===== src/rtl/core/bmde_pkg.sv =====
// Shared types, constants and the seven-segment table for the battery meter display encoder.
// No dependencies; imported by bmde_word and battery_meter_display_encoder_core.
package bmde_pkg;

    localparam int MV_W     = 16;
    localparam int STATUS_W = 8;
    localparam int WORD_W   = 29;
    localparam int SEG_W    = 7;
    localparam int PCT_W    = 7;
    localparam int CV_W     = 10;
    localparam int DIGIT_W  = 4;
    localparam int MAG_W    = 15;

    localparam int IN_DATA_W  = 24;
    localparam int OUT_DATA_W = 32;

    // Percent scale: (mV - 3000) / 8, clamped to 0..100
    localparam logic [MAG_W-1:0] MV_OFFSET = 15'd3000;
    localparam int               PCT_SHIFT = 3;
    localparam logic [PCT_W-1:0] PCT_MAX   = 7'd100;

    // Volts scale: centivolts = (mV + 5) / 10, saturated at 999
    localparam logic [13:0]      MV_ROUND   = 14'd5;
    localparam logic [MAG_W-1:0] MV_CV_SAT  = 15'd9995;
    localparam logic [CV_W-1:0]  CV_MAX     = 10'd999;
    localparam logic [15:0]      RECIP10_MV = 16'd52429;   // 2^19 / 10, rounded up
    localparam int               RECIP10_MV_SHIFT = 19;

    // Digit split of values below 1000
    localparam logic [7:0] RECIP10_SMALL  = 8'd205;        // 2^11 / 10, rounded up
    localparam logic [5:0] RECIP100_SMALL = 6'd41;         // 2^12 / 100, rounded up

    // Display word bit positions
    localparam int BAR5_BIT    = 28;
    localparam int BAR30_BIT   = 27;
    localparam int BAR50_BIT   = 26;
    localparam int BAR70_BIT   = 25;
    localparam int BAR90_BIT   = 24;
    localparam int PCT_BIT     = 23;
    localparam int VOLT_BIT    = 22;
    localparam int DP_BIT      = 21;

    localparam logic [PCT_W-1:0] BAR5_TH  = 7'd5;
    localparam logic [PCT_W-1:0] BAR30_TH = 7'd30;
    localparam logic [PCT_W-1:0] BAR50_TH = 7'd50;
    localparam logic [PCT_W-1:0] BAR70_TH = 7'd70;
    localparam logic [PCT_W-1:0] BAR90_TH = 7'd90;
    localparam logic [PCT_W-1:0] PCT_TWO_DIGIT = 7'd10;

    typedef struct packed {
        logic [PCT_W-1:0] pct;
        logic [CV_W-1:0]  cv;
        logic             pct_mode;
    } bmde_meas_t;

    function automatic logic [SEG_W-1:0] seg_of(input logic [DIGIT_W-1:0] d);
        logic [SEG_W-1:0] s;
        case (d)
            4'd0:    s = 7'b0111111;
            4'd1:    s = 7'b0000011;
            4'd2:    s = 7'b1101101;
            4'd3:    s = 7'b1100111;
            4'd4:    s = 7'b1010011;
            4'd5:    s = 7'b1110110;
            4'd6:    s = 7'b1111110;
            4'd7:    s = 7'b0100011;
            4'd8:    s = 7'b1111111;
            4'd9:    s = 7'b1110111;
            default: s = '0;
        endcase
        return s;
    endfunction

endpackage


===== src/rtl/core/battery_meter_display_encoder_core.sv =====
// Battery meter display encoder, top level: three-register pipeline and held display word.
// Depends on bmde_pkg and bmde_word.
//
//  Channel  | Direction | tdata (low bit first)                       | tuser
//  s_axis   | in        | voltage_mv[15:0], status_bits[23:16]        | -
//  m_axis   | out       | display_word[28:0], zero fill [31:29]       | wiring_error
//
// Each beat passes the input, measure and output registers; one beat per cycle is sustained
// while the output does not stall. The scaling multiply sits between the input and measure
// registers, the digit split and word build between the measure and output registers.
// Reset clears the held display word to zero and empties the pipeline.
// A stalled output holds its beat; each stage refills as soon as the one ahead frees up.
module battery_meter_display_encoder_core (
    input  logic                                clk,
    input  logic                                rst_n,
    input  logic                                s_axis_tvalid,
    output logic                                s_axis_tready,
    input  logic [bmde_pkg::IN_DATA_W-1:0]      s_axis_tdata,   // voltage_mv, status_bits
    output logic                                m_axis_tvalid,
    input  logic                                m_axis_tready,
    output logic [bmde_pkg::OUT_DATA_W-1:0]     m_axis_tdata,   // display_word, zero fill
    output logic                                m_axis_tuser    // wiring_error
);
    import bmde_pkg::*;

    logic              in_valid_reg;
    logic [MV_W-1:0]   mv_reg;
    logic              mode_reg;
    logic              meas_valid_reg;
    bmde_meas_t        meas_reg;
    bmde_meas_t        meas_next;
    logic              meas_err_reg;
    logic              out_valid_reg;
    logic [WORD_W-1:0] shown_display_reg;
    logic [WORD_W-1:0] shown_display_next;
    logic              wiring_error_reg;

    logic              out_take;
    logic              meas_take;
    logic              in_take;
    logic [WORD_W-1:0] built_word;

    logic [MAG_W-1:0]  mv_mag;
    logic [MAG_W-1:0]  mv_over;
    logic [11:0]       pct_raw;
    logic [13:0]       rnd_mv;
    logic [29:0]       cv_prod;

    assign out_take  = !out_valid_reg || m_axis_tready;
    assign meas_take = !meas_valid_reg || out_take;
    assign in_take   = !in_valid_reg || meas_take;

    assign s_axis_tready = in_take;
    assign m_axis_tvalid = out_valid_reg;
    assign m_axis_tdata  = {{(OUT_DATA_W-WORD_W){1'b0}}, shown_display_reg};
    assign m_axis_tuser  = wiring_error_reg;

    // Input register
    always_ff @(posedge clk or negedge rst_n)
    begin
        if (!rst_n)
        begin
            in_valid_reg <= 1'b0;
        end
        else if (in_take)
        begin
            in_valid_reg <= s_axis_tvalid;
        end
    end

    always_ff @(posedge clk)
    begin
        if (in_take && s_axis_tvalid)
        begin
            mv_reg   <= s_axis_tdata[MV_W-1:0];
            mode_reg <= s_axis_tdata[MV_W];
        end
    end

    // Percent and centivolt scaling
    assign mv_mag  = mv_reg[MAG_W-1:0];
    assign mv_over = mv_mag - MV_OFFSET;
    assign pct_raw = mv_over[MAG_W-1:PCT_SHIFT];
    assign rnd_mv  = mv_mag[13:0] + MV_ROUND;
    assign cv_prod = 30'(rnd_mv) * 30'(RECIP10_MV);

    always_comb
    begin
        meas_next.pct_mode = mode_reg;
        if (mv_mag < MV_OFFSET)
        begin
            meas_next.pct = '0;
        end
        else if (pct_raw > 12'(PCT_MAX))
        begin
            meas_next.pct = PCT_MAX;
        end
        else
        begin
            meas_next.pct = pct_raw[PCT_W-1:0];
        end
        if (mv_mag >= MV_CV_SAT)
        begin
            meas_next.cv = CV_MAX;
        end
        else
        begin
            meas_next.cv = cv_prod[RECIP10_MV_SHIFT+CV_W-1:RECIP10_MV_SHIFT];
        end
    end

    // Measure register
    always_ff @(posedge clk or negedge rst_n)
    begin
        if (!rst_n)
        begin
            meas_valid_reg <= 1'b0;
        end
        else if (meas_take)
        begin
            meas_valid_reg <= in_valid_reg;
        end
    end

    always_ff @(posedge clk)
    begin
        if (meas_take && in_valid_reg)
        begin
            meas_reg     <= meas_next;
            meas_err_reg <= mv_reg[MV_W-1];
        end
    end

    bmde_word u_word (
        .meas (meas_reg),
        .word (built_word)
    );

    // Hold the shown word across a wiring error
    always_comb
    begin
        shown_display_next = shown_display_reg;
        if (out_take && meas_valid_reg && !meas_err_reg)
        begin
            shown_display_next = built_word;
        end
    end

    // Output register
    always_ff @(posedge clk or negedge rst_n)
    begin
        if (!rst_n)
        begin
            out_valid_reg     <= 1'b0;
            shown_display_reg <= '0;
        end
        else
        begin
            shown_display_reg <= shown_display_next;
            if (out_take)
            begin
                out_valid_reg <= meas_valid_reg;
            end
        end
    end

    always_ff @(posedge clk)
    begin
        if (out_take && meas_valid_reg)
        begin
            wiring_error_reg <= meas_err_reg;
        end
    end

    // A wiring error beat leaves the shown word untouched
    assert property (@(posedge clk) disable iff (!rst_n)
        (out_take && meas_valid_reg && meas_err_reg) |=> $stable(shown_display_reg))
        else $error("shown word changed on wiring error");

    // Once a word is built, exactly one of the percent and volt signs is lit
    assert property (@(posedge clk) disable iff (!rst_n)
        (shown_display_reg != '0) |-> (shown_display_reg[PCT_BIT] ^ shown_display_reg[VOLT_BIT]))
        else $error("percent and volt signs not exclusive");

    // Decimal point follows the volt sign
    assert property (@(posedge clk) disable iff (!rst_n)
        shown_display_reg[DP_BIT] == shown_display_reg[VOLT_BIT])
        else $error("decimal point out of step with volt sign");

    // An empty measure stage never blocks the input
    assert property (@(posedge clk) disable iff (!rst_n)
        (!meas_valid_reg) |-> s_axis_tready)
        else $error("input stalled with room in pipeline");

endmodule


===== src/rtl/core/bmde_word.sv =====
// Display word builder: level bars, indicators and three seven-segment digits.
// Depends on bmde_pkg (meas struct, constants, segment table).
module bmde_word (
    input  bmde_pkg::bmde_meas_t          meas,
    output logic [bmde_pkg::WORD_W-1:0]   word
);
    import bmde_pkg::*;

    logic [17:0]        cv_p10;
    logic [15:0]        cv_p100;
    logic [6:0]         cv_q10;
    logic [DIGIT_W-1:0] cv_hund;
    logic [6:0]         cv_tens_full;
    logic [CV_W-1:0]    cv_ones_full;
    logic [14:0]        pct_p10;
    logic [DIGIT_W-1:0] pct_tens;
    logic [PCT_W-1:0]   pct_ones_full;
    logic [SEG_W-1:0]   d0;
    logic [SEG_W-1:0]   d1;
    logic [SEG_W-1:0]   d2;
    logic [4:0]         bars;

    // Reciprocal multiplies, exact for values below 1000
    assign cv_p10       = 18'(meas.cv) * 18'(RECIP10_SMALL);
    assign cv_p100      = 16'(meas.cv) * 16'(RECIP100_SMALL);
    assign cv_q10       = cv_p10[17:11];
    assign cv_hund      = cv_p100[15:12];
    assign cv_tens_full = cv_q10 - (7'(cv_hund) * 7'd10);
    assign cv_ones_full = meas.cv - (10'(cv_q10) * 10'd10);

    assign pct_p10       = 15'(meas.pct) * 15'(RECIP10_SMALL);
    assign pct_tens      = pct_p10[14:11];
    assign pct_ones_full = meas.pct - (7'(pct_tens) * 7'd10);

    assign bars = {meas.pct >= BAR5_TH, meas.pct >= BAR30_TH, meas.pct >= BAR50_TH,
                   meas.pct >= BAR70_TH, meas.pct >= BAR90_TH};

    always_comb
    begin
        if (meas.pct_mode)
        begin
            if (meas.pct == PCT_MAX)
            begin
                d0 = seg_of(4'd1);
                d1 = seg_of(4'd0);
                d2 = seg_of(4'd0);
            end
            else if (meas.pct < PCT_TWO_DIGIT)
            begin
                // blank both leading digits
                d0 = '0;
                d1 = '0;
                d2 = seg_of(pct_ones_full[DIGIT_W-1:0]);
            end
            else
            begin
                d0 = '0;
                d1 = seg_of(pct_tens);
                d2 = seg_of(pct_ones_full[DIGIT_W-1:0]);
            end
        end
        else
        begin
            d0 = seg_of(cv_hund);
            d1 = seg_of(cv_tens_full[DIGIT_W-1:0]);
            d2 = seg_of(cv_ones_full[DIGIT_W-1:0]);
        end
    end

    assign word = {bars, meas.pct_mode, !meas.pct_mode, !meas.pct_mode, d0, d1, d2};

endmodule

===== config.mk =====
export PLATFORM = sky130hd
export DESIGN_NAME = battery_meter_display_encoder_core
export DESIGN_NICKNAME = d
export VERILOG_FILES = /design/src/rtl/core/bmde_pkg.sv /design/src/rtl/core/battery_meter_display_encoder_core.sv /design/src/rtl/core/bmde_word.sv
export SDC_FILE = /design/constraint.sdc
export NUM_CORES = 1
export LEC_CHECK = 0
export ABC_AREA = 1
export BUFFER_PORTS_ARGS = -buffer_cell sky130_fd_sc_hd__buf_2
export CORE_AREA = 2 2 142 144
export DETAILED_ROUTE_END_ITERATION = 8
export DIE_AREA = 0 0 144 146
export GPL_TIMING_DRIVEN = 0
export PLACE_DENSITY = 0.78
export SKIP_LAST_GASP = 1
export SLEW_MARGIN = 10
export SYNTH_ARGS = -nofsm -noshare
export SYNTH_HDL_FRONTEND = slang
export SYNTH_SLANG_ARGS = --single-unit
export TNS_END_PERCENT = 20

===== constraint.sdc =====
create_clock -name clk -period 12.8 [get_ports clk]
set_clock_uncertainty 0.05 [all_clocks]
set_input_delay 2.56 -clock clk [delete_from_list [all_inputs] [get_ports clk]]
set_output_delay 2.56 -clock clk [all_outputs]
set_load 0.03 [all_outputs]

---- Word-level counts from Yosys, hierarchy flattened ----
Memory sizes are Yosys's and may differ from the RTL's.
Cells that the tools add are included.
storage, ports and cells
  register bits after elaboration ......... 69
  memory bits (read-only) ................. 672
  bits of input ports ..................... 28
  logic and storage cells ................. 62
  memories kept ........................... 6
operators by class
  add/subtract/negate cells ............... 5
  multipliers ............................. 7
  $lt $le $gt $ge ......................... 9
  equality and inequality tests ........... 1
  muxes and demuxes ....................... 9
  reduce and logical (&&, ||, !) cells .... 13
memories
  name             depth  width  read ports  clocked after memory_dff  wr ports  RTL line        text
  (no name shown)  16     7      1           0                         0         bmde_pkg.sv:58  case (d)
  (no name shown)  16     7      1           0                         0         bmde_pkg.sv:58
  (no name shown)  16     7      1           0                         0         bmde_pkg.sv:58
  (no name shown)  16     7      1           0                         0         bmde_pkg.sv:58
  (no name shown)  16     7      1           0                         0         bmde_pkg.sv:58
  (no name shown)  16     7      1           0                         0         bmde_pkg.sv:58
operators with widths
  operator                                                                           number
  7-bit 2-to-1 mux                                                                   8
  14-bit by 16-bit multiplier with 29-bit output (second input constant)             1
  10-bit by 8-bit multiplier with 18-bit output (second input constant)              1
  10-bit by 6-bit multiplier with 16-bit output (second input constant)              1
  15-bit by 14-bit >= comparator with 1-bit output (second input constant)           1
  15-bit by 12-bit less-than comparator with 1-bit output (second input constant)    1
  7-bit by 8-bit multiplier with 15-bit output (second input constant)               1
  15-bit by 12-bit subtractor with 15-bit output (second input constant)             1
  14-bit by 3-bit adder with 14-bit output (second input constant)                   1
  7-bit >= comparator (second input constant)                                        2
  12-bit by 7-bit greater-than comparator with 1-bit output (second input constant)  1
  4-bit subtractor                                                                   3
  4-bit by 3-bit multiplier with 3-bit output (second input constant)                2
  7-bit equality test (second input constant)                                        1
  7-bit by 3-bit >= comparator with 1-bit output (second input constant)             1
  7-bit by 5-bit >= comparator with 1-bit output (second input constant)             1
  7-bit by 6-bit >= comparator with 1-bit output (second input constant)             1
  7-bit by 4-bit less-than comparator with 1-bit output (second input constant)      1
  7-bit by 3-bit multiplier with 3-bit output (second input constant)                1
  1-bit logical NOT                                                                  5
  1-bit logical AND                                                                  4
  1-bit logical OR                                                                   3
  2-bit 2-to-1 mux                                                                   1
  2-bit OR reduction                                                                 1

---- Logic depth before layout (Yosys ltp) ----
Gate-level depths: netlist of the first run.
An unclocked memory read counts as a cell.
  depth after elaboration ................. 7
  mapped depth ............................ 34

---- Cells and area by module ----
From an unflattened synthesis of the first run, not the netlist that was laid out.
unflattened totals
  cell total of the unflattened synthesis .. 1499
  area, all modules ....................... 11923.9 um2
by module, submodules not included
  module                              times used  cells each  area each (um2)  sequential area each (um2)
  battery_meter_display_encoder_core  1           760         6979.2           1911.8
  bmde_word                           1           739         4944.7           0.0

---- Least setup slack after synthesis of the first run ----
Ideal clock, no wire load.
  path kind ............................... register to register
  start ................................... register mv_reg[0]
  end ..................................... register meas_reg[8] (netlist name), data pin
  library setup time ...................... 0.135 ns
  data arrival time ....................... 5.962 ns
  required time ........................... 12.615 ns
  slack ................................... 6.652 ns
  stages on the path, launching flop included .. 27
  buffers on the path ..................... 0
  clock period less this slack ............ 6.148 ns
  cell sequence ........................... edfxtp_1 -> ha_1 -> inv_1 -> a21oi_1 -> nand3_1 -> xor2_1 -> xor2_1 -> inv_1 -> ha_1 -> xor2_1 -> inv_1 -> fa_1 -> fa_1 -> inv_1 -> fa_1 -> inv_1 -> fa_1 -> inv_1 -> ha_1 -> a21oi_1 -> inv_1 -> a31oi_1 -> o21ai_0 -> a21oi_1 -> o21ai_0 -> or2_2 -> nand3_1
on the way
  cells in the longest elaborated chain, start to end .. 2
RTL lines
  item                                            RTL line                                   text
  start, declared                                 battery_meter_display_encoder_core.sv:27   logic [MV_W-1:0] mv_reg;
  start signal, assigned                          battery_meter_display_encoder_core.sv:75   mv_reg <= s_axis_tdata[MV_W-1:0];
  14-bit by 3-bit adder with 14-bit output        battery_meter_display_encoder_core.sv:84   assign rnd_mv = mv_mag[13:0] + MV_ROUND;
  14-bit by 16-bit multiplier with 29-bit output  battery_meter_display_encoder_core.sv:85   assign cv_prod = 30'(rnd_mv) * 30'(RECIP10_MV);
  end signal, assigned                            battery_meter_display_encoder_core.sv:129  meas_reg <= meas_next;
  end, declared                                   battery_meter_display_encoder_core.sv:30   bmde_meas_t meas_reg;
Parallel ways exist; a longest one is shown, timed or not.
A chain may end at the register's enable or synchronous reset.

---- Worst setup path in the final report of the first run ----
  start ................................... register mv_reg[0]
  end ..................................... register meas_reg[6] (netlist name), data pin
Same word-level chain as after synthesis.

==> impl_results.md, run 1 <==
- Outcome: finished, final reports clean
- Endpoints failing hold: 0
- Startpoint types: flip-flop
- Number of synthesized flops with an enable pin: 37
- Min-delay worst type: flip-flop to flip-flop
- Dpl ws: 5.88 ns
- Worst setup EP type: flip-flop
- Sequential fraction of the synthesis area: 0.164
- H-tree depth: 3
- Seq cells post-synth: 68
- Final Setup Violations: 0
- Post-CTS Hold Fix Bufs: 0
- DRC viols: 0
- Die area: between 20000 and 25000 um^2
- IO buf count: 52
- WP depth: 25
- Warnings from Yosys: 0
- Top_reg_cell synth: edfxtp_1
- Largest stage delay on the critical path: between 0.6 and 0.7 ns
- Largest net degree at the start of global routing: 32
- Core box area: 19300 um^2
- WP data required: roughly 13 ns
- Worst setup margin: 5.80 ns
- Post-Place Cell Area: 12100 um^2
- RSZ-0062 raised after global routing: no
- Crit path max-delay family: adder cells
- Synth unique cells: 55
- Max reg flops: 28
- Root buffer cell: clkbuf_16
- Post-cts sizing count: 0
- Layout cells sized above 1: 0.0786
- Worst Path Buf+Inv: 6
- Worst-margin pin slew: roughly 0.78 ns
- Worst-Skew Late Latency: 0.35 ns
- Initial core utilization: 0.596
- Period Utilization, post-route: 0.547
- Worst Hold Depth: 0
- Layout area overhead: 7.68%
- Clock-pin slew of the registers on the worst-case setup and hold paths: roughly 0.06 ns
- Total CTS buffers: 9
- RePlAce Congestion: about 0.93
- Slowest CP cell: edfxtp_1
- CTS tree: done
- Avg Cell Area, Syn: just under 8 um^2
- Clock sinks: 68
- Max Fclk: between 100 and 150 MHz
- Gr usage total: 0.243
- Setup TNS: 0 ns
- Mapped Cells: around 1500
- Chip Width: between 100 and 150 um
- Routed len/inst: between 10 and 15 um
- Initial antenna violation count: 0
- Number of global-route vias before repair: ~9100
- Finished Cell Area: around 12000 um^2
- # IOs: 63
- Slew HR: 0.478
- Worst Path Max Fanout: 8
- First-pass GRT wire length: roughly 41 mm
- Cell seen most often among critical-path stages: inv_1
- Critical Path AT: between 7 and 8 ns
- Final-report max-slew violation count: 0
- Drt pass-1 iters: 5
- Crit path time final: approximately 7.0 ns
- Async set-or-reset flop fraction in the synthesized netlist: 0.456
- WS Path Type: flip-flop to flip-flop
- Maximum clock insertion buffer count: 2
- Worst r2r path cells: 25
- Final wirelength: 24.3 mm
- Ant diodes: 0
- Rows: 51
- Die Height: about 150 um
- Iter 0 DRT Violations: 523
- Hpwl dp: ~21 mm
- Vias/cell: 5.21
- Synth Cell Area: ~12000 um^2
- Final ANT Viol Nets: 0
- Vias post-DR: 9326
- Maxcap violations: 0
- GRT overflow: 0
- Final net count: about 1900
- Setup bufs post-CTS: 0
## worst reg2reg max path, stage by stage, from the launching register on
cell,delay [ns]
edfxtp_1,0.65
ha_1,0.30
inv_1,0.07
a21oi_1,0.36
nand3_1,0.15
xor2_1,0.49
xor2_1,0.19
inv_1,0.06
ha_1,0.35
xor2_1,0.29
inv_1,0.16
fa_1,0.52
fa_1,0.55
inv_1,0.05
fa_1,0.50
inv_1,0.07
fa_1,0.53
inv_1,0.05
ha_1,0.32
nand2_1,0.10
nor2_1,0.18
nand3_1,0.10
o21ai_0,0.35
nand2_1,0.13
nand3_1,0.09
nand3_1,0.07
## routing by layer
| metal | vias up | wire [um] | global-route usage |
|---|---|---|---|
| met2 | 207 | 11800 | 0.415 |
| met1 | 4358 | 11100 | 0.328 |
| met5 | - | 0 | 0 |
| met3 | 41 | 1020 | 0.0326 |
| li1 | 4720 | - | - |
| met4 | 0 | 410 | 0.0505 |
## layout by cell type (no fill, tap or decap), types with 4 or more instances in the layout
master	n
o21a_1	5
buf_2	53
clkbuf_16	9
ha_1	245
a21oi_1	57
o211ai_1	4
nand2_1	301
or2_2	5
nand3_1	76
buf_4	4
clkinv_2	4
o21bai_1	11
a31oi_1	6
xnor2_1	4
inv_2	5
dfrtp_1	31
xor2_1	23
nor3_1	6
o21ai_0	39
clkbuf_1	7
fa_1	85
nor2_1	86
o21ai_1	8
edfxtp_1	37
nand4_1	11
nand2_2	13
a21boi_0	7
inv_1	333
nand3b_1	6
## cell usage after synthesis, types with 6 or more instances
cell type	number	area [um^2]
nor3_1	6	30.0
nand2_1	301	1130
nand3b_1	6	45.0
a21boi_0	7	52.6
nor2_1	86	323
a31oi_1	6	37.5
inv_1	333	1250
nand2_2	13	81.3
xor2_1	23	201
nand3_1	76	380
fa_1	85	1700
o21ai_1	8	40.0
nand4_1	11	68.8
dfrtp_1	31	776
a21oi_1	57	285
ha_1	245	3070
edfxtp_1	37	1110
o21bai_1	11	82.6
o21ai_0	39	195
## layout make-up
cell class	count	area [um^2]
plain buffers	12	76.3
clock buffers	11	233
clock inverters	5	52.6
fillers	1604	6930
inverters	340	1280
multi-input cells	1038	8280
flip-flops and latches	68	1890
well taps	265	332
repair buffers	52	260
## cell families (layout without fill, tap and decap cells)
| logic type | after synthesis | after routing | synth area share |
|---|---|---|---|
| fa+ha+maj | 330 | 330 | 0.414 |
| xor+xnor | 33 | 33 | 0.0300 |
| flops | 68 | 68 | 0.164 |
| simple gates | 520 | 520 | 0.197 |
| buf+inv | 352 | 420 | 0.118 |
| other cells | 1 | 3 | 0.000326 |
| compound gates | 151 | 151 | 0.0763 |
| mux | 1 | 1 | 0.000869 |
## worst paths after layout
path                            startpoint                     to  slack, ns
worst max-delay path             mv_reg[0]            meas_reg[6]       5.80
worst min-delay path            mv_reg[15]           meas_err_reg       0.40
worst max register to register   mv_reg[0]            meas_reg[6]       5.80
worst min register to register  mv_reg[15]           meas_err_reg       0.40
max in group asynchronous            rst_n  shown_display_reg[26]      10.04
min in group asynchronous            rst_n           in_valid_reg       2.21
## metrics by stage
stage / std cells / hold slack, ns / util
floorplan: 1458 / 0.350 / -
global placement: 1775 / 0.399 / 0.627
detailed placement: 1775 / 0.404 / 0.627
CTS: 1791 / 0.408 / 0.641
global route: 1791 / 0.426 / 0.641
finish: 1791 / 0.404 / 0.641
Power of run 1 is not shown: default switching activity piles up to over one toggle a cycle in this logic, so the estimate is an artifact.
==> run 2: changes to the inputs <==
--- a/config.mk
+++ b/config.mk
@@ -5,11 +5,11 @@
 export SDC_FILE = /design/constraint.sdc
 export NUM_CORES = 1
 export LEC_CHECK = 0
-export ABC_AREA = 1
+export ABC_AREA = 0
 export BUFFER_PORTS_ARGS = -buffer_cell sky130_fd_sc_hd__buf_2
-export CORE_AREA = 2 2 142 144
+export CORE_AREA = 2 2 137 139
 export DETAILED_ROUTE_END_ITERATION = 8
-export DIE_AREA = 0 0 144 146
+export DIE_AREA = 0 0 139 141
 export GPL_TIMING_DRIVEN = 0
 export PLACE_DENSITY = 0.78
 export SKIP_LAST_GASP = 1
==> constraint.sdc (replaced) <==
create_clock -name clk -period 5.8 [get_ports clk]
set_clock_uncertainty 0.05 [all_clocks]
set_input_delay 1.16 -clock clk [delete_from_list [all_inputs] [get_ports clk]]
set_output_delay 1.16 -clock clk [all_outputs]
set_load 0.03 [all_outputs]
==> impl_results.md, run 2 <==
- Outcome: finished with violations (was finished, final reports clean)
- Failing checks: setup timing
- Hpwl dp: 17.1 mm (was 20.8 mm)
- RePlAce Congestion: 0.884 (was 0.933)
- Rows: 50 (was 51)
- Worst setup EP type: flip-flop (unchanged)
- Seq cells post-synth: 68 (unchanged)
- Root buffer cell: clkbuf_16 (unchanged)
- RSZ-0062 raised after global routing: yes (was no)
- Worst-margin pin slew: 1.05 ns (was 0.782 ns)
- Commonest cells in the netlist: ha_1, inv_1, fa_1, nand2_1, nor2_1 (was inv_1, nand2_1, ha_1, nor2_1, fa_1)
- # IOs: 63 (unchanged)
- Met2 GRT Util: 0.414 (was 0.415)
- Chip Width: 139 um (was 144 um)
- Max Fclk: 155 MHz (was 143 MHz)
- GRT overflow: 0 (unchanged)
- Worst-Skew Late Latency: 0.35 ns (about the same)
- Number of synthesized flops with an enable pin: 37 (unchanged)
- Vias post-DR: 8226 (was 9326)
- Critical Path AT: 6.52 ns (was 7.01 ns)
- Period Utilization, post-route: 1.12 (was 0.547)
- WS Path Type: flip-flop to flip-flop (unchanged)
- Maxcap violations: 0 (unchanged)
- Initial core utilization: 0.565 (was 0.596)
- Async set-or-reset flop fraction in the synthesized netlist: 0.456 (unchanged)
- Ant diodes: 0 (unchanged)
- WP data required: 5.85 ns (was 12.82 ns)
- Top_reg_cell synth: edfxtp_1 (unchanged)
- Min-delay worst type: flip-flop to flip-flop (unchanged)
- FF-to-FF Start: mv_reg[7] (was mv_reg[0])
- GR Layer Usage met3: 0.0408 (was 0.0326)
- GRT busiest layer: met2 (unchanged)
- Layout cells sized above 1: 0.259 (was 0.0786)
- Core box area: 18300 um^2 (was 19300 um^2)
- Layout area overhead: 24.9% (was 7.68%)
- M1 GR Usage: 0.289 (was 0.328)
- WHS: 0.401 ns (was 0.404 ns)
- Final net count: 1587 (was 1879)
- Post-CTS Hold Fix Bufs: 0 (unchanged)
- Worst Hold Path EP: meas_reg[0] (was meas_err_reg)
- Gr usage total: 0.234 (was 0.243)
- Slew HR: 0.282 (was 0.478)
- R2r setup slk: -0.67 ns (was 5.80 ns)
- IO buf count: 52 (unchanged)
- Routed len/inst: 17.8 um (was 13.6 um)
- Number of global-route vias before repair: 8030 (was 9052)
- H-tree depth: 3 (unchanged)
- Drt pass-1 iters: 5 (unchanged)
- Largest area contributor in the netlist: ha_1 (unchanged)
- Most common cell after layout, fill and taps aside: ha_1 (was inv_1)
- Synth Cell Area: 10300 um^2 (was 11500 um^2)
- DRC viols: 0 (unchanged)
- Final-report max-slew violation count: 0 (unchanged)
- Endpoints failing hold: 0 (unchanged)
- Final ANT Viol Nets: 0 (unchanged)
- Post-Place Cell Area: 11000 um^2 (was 12100 um^2)
- Multi-input gate area: 8470 um^2 (was 8280 um^2)
- Worst Hold Depth: 0 (unchanged)
- Synth top area share: 0.297 (was 0.266)
- Clock-pin slew of the registers on the worst-case setup and hold paths: 0.06 ns (about the same)
- Mapped Cells: 1073 (was 1456)
- Finished Cell Area: 12900 um^2 (was 12400 um^2)
- Commonest non-fill, non-tap cells in the layout: ha_1, inv_1, buf_4, fa_1, nand2_1 (was inv_1, nand2_1, ha_1, nor2_1, fa_1)
- Die Height: 141 um (was 146 um)
- Min-delay src: mode_reg (was mv_reg[15])
- Initial antenna violation count: 0 (unchanged)
- Total CTS buffers: 9 (unchanged)
- Worst r2r path cells: 25 (unchanged)
- Warnings from Yosys: 0 (unchanged)
- Vias/cell: 5.60 (was 5.21)
- Maximum clock insertion buffer count: 2 (unchanged)
- Worst Path Max Fanout: 7 (was 8)
- Register area: 1890 um^2 (unchanged)
- Most frequent cell after synthesis: ha_1 (was inv_1)
- Final wirelength: 26.1 mm (was 24.3 mm)
- Largest cells by area after synthesis: ha_1, fa_1, edfxtp_1 (was ha_1, fa_1, inv_1)
- Final Setup Violations: 15 (was 0)
- Startpoint types: flip-flop (unchanged)
- Die area: 19600 um^2 (was 21000 um^2)
- Synth unique cells: 72 (was 55)
- CTS tree: done (unchanged)
- Avg Cell Area, Syn: 9.61 um^2 (was 7.91 um^2)
- Dpl ws: -1.13 ns (was 5.88 ns)
- Worst R2R End: meas_reg[4] (was meas_reg[6])
- Iter 0 DRT Violations: 527 (was 523)
- Fill count: 1206 (was 1604)
- Worst setup margin: -0.669 ns (was 5.80 ns)
- Sequential fraction of the synthesis area: 0.183 (was 0.164)
- Crit path time final: 6.47 ns (was 7.00 ns)
- Largest net degree at the start of global routing: 32 (unchanged)
- First-pass GRT wire length: 37.2 mm (was 41.4 mm)
- Max reg flops: 28 (unchanged)
- Clock sinks: 68 (unchanged)
[run 2: cell types whose count changed after synthesis, sizes merged, moves of 8 or more]
cell	delta
o21bai	-8
a21o	+15
inv	-111
and2	+8
nand2b	+10
nand2	-262
a21oi	-21
clkbuf	+8
nand3	-65
nor2	-37
xnor2	+36
xor2	-18
a211oi	+10
and3	+10
[run 2: repair_timing]
item                       CTS  global route
pin swaps                   37            64
gates cloned                 0             0
setup endpoints to repair   24            24
buffers inserted            35            60
resized for setup           54           102
[run 2: worst max-delay path by stage]
stage	startpoint	end	slack (ns)
detailed placement	mv_reg[0]	meas_reg[4]	-1.13
CTS	meas_reg[15]	shown_display_reg[5]	-0.49
global placement	mv_reg[0]	meas_reg[4]	-1.13
finish	mv_reg[7]	meas_reg[4]	-0.67
floorplan	mv_reg[0]	meas_reg[4]	-0.47
global route	mv_reg[4]	meas_reg[4]	-0.82
[run 2: cell type report]
type                    count  area share
repair buffers            147      0.0768
well taps                 234      0.0227
flip-flops and latches     68       0.147
plain buffers              15     0.00661
multi-input cells         761       0.657
clock buffers              13      0.0220
inverters                 227      0.0667
clock inverters             3     0.00136
[run 2: per-stage QoR]
stage	instances	TNS, ns	util
final	1468	-5.08	0.705
after global routing	1468	-7.92	0.705
after CTS	1408	-6.59	0.650
after detailed placement	1361	-14.77	0.604
after global placement	1361	-12.82	0.604
after floorplan	1075	-2.91	-
[run 2: per-layer routing]
layer,share of wire,up-vias
met5,0,-
met4,0.035,0
met3,0.043,86
met2,0.52,254
met1,0.40,4006
li1,-,3880
[run 2: kinds of logic (layout without fill, tap and decap cells)]
| kind of cell | count (synthesis) | after routing | synth area share |
|---|---|---|---|
| other cells | 1 | 3 | 0.000364 |
| compound gates | 167 | 167 | 0.111 |
| buf+inv | 246 | 405 | 0.0917 |
| fa+ha+maj | 331 | 331 | 0.463 |
| mux | 6 | 6 | 0.00619 |
| xor+xnor | 54 | 54 | 0.0507 |
| flops | 68 | 68 | 0.183 |
| simple gates | 200 | 200 | 0.0939 |
[run 2: worst max-delay path: stages (launching register included)]
cell and delay, ns:
edfxtp_1 0.43, buf_4 0.21, inv_1 0.08, or4_4 0.59
xor2_4 0.28, inv_4 0.10, ha_4 0.17, ha_1 0.28
ha_1 0.29, inv_1 0.05, fa_1 0.48, inv_1 0.06
fa_1 0.48, inv_1 0.05, fa_1 0.48, inv_1 0.05
ha_1 0.26, and3_4 0.18, a221oi_2 0.28, o21ai_2 0.12
nand3_2 0.08, a211oi_2 0.07, or3_1 0.39, and2_4 0.15
or3_4 0.37, and3_4 0.18
Power of run 2 is left out for the same reason.
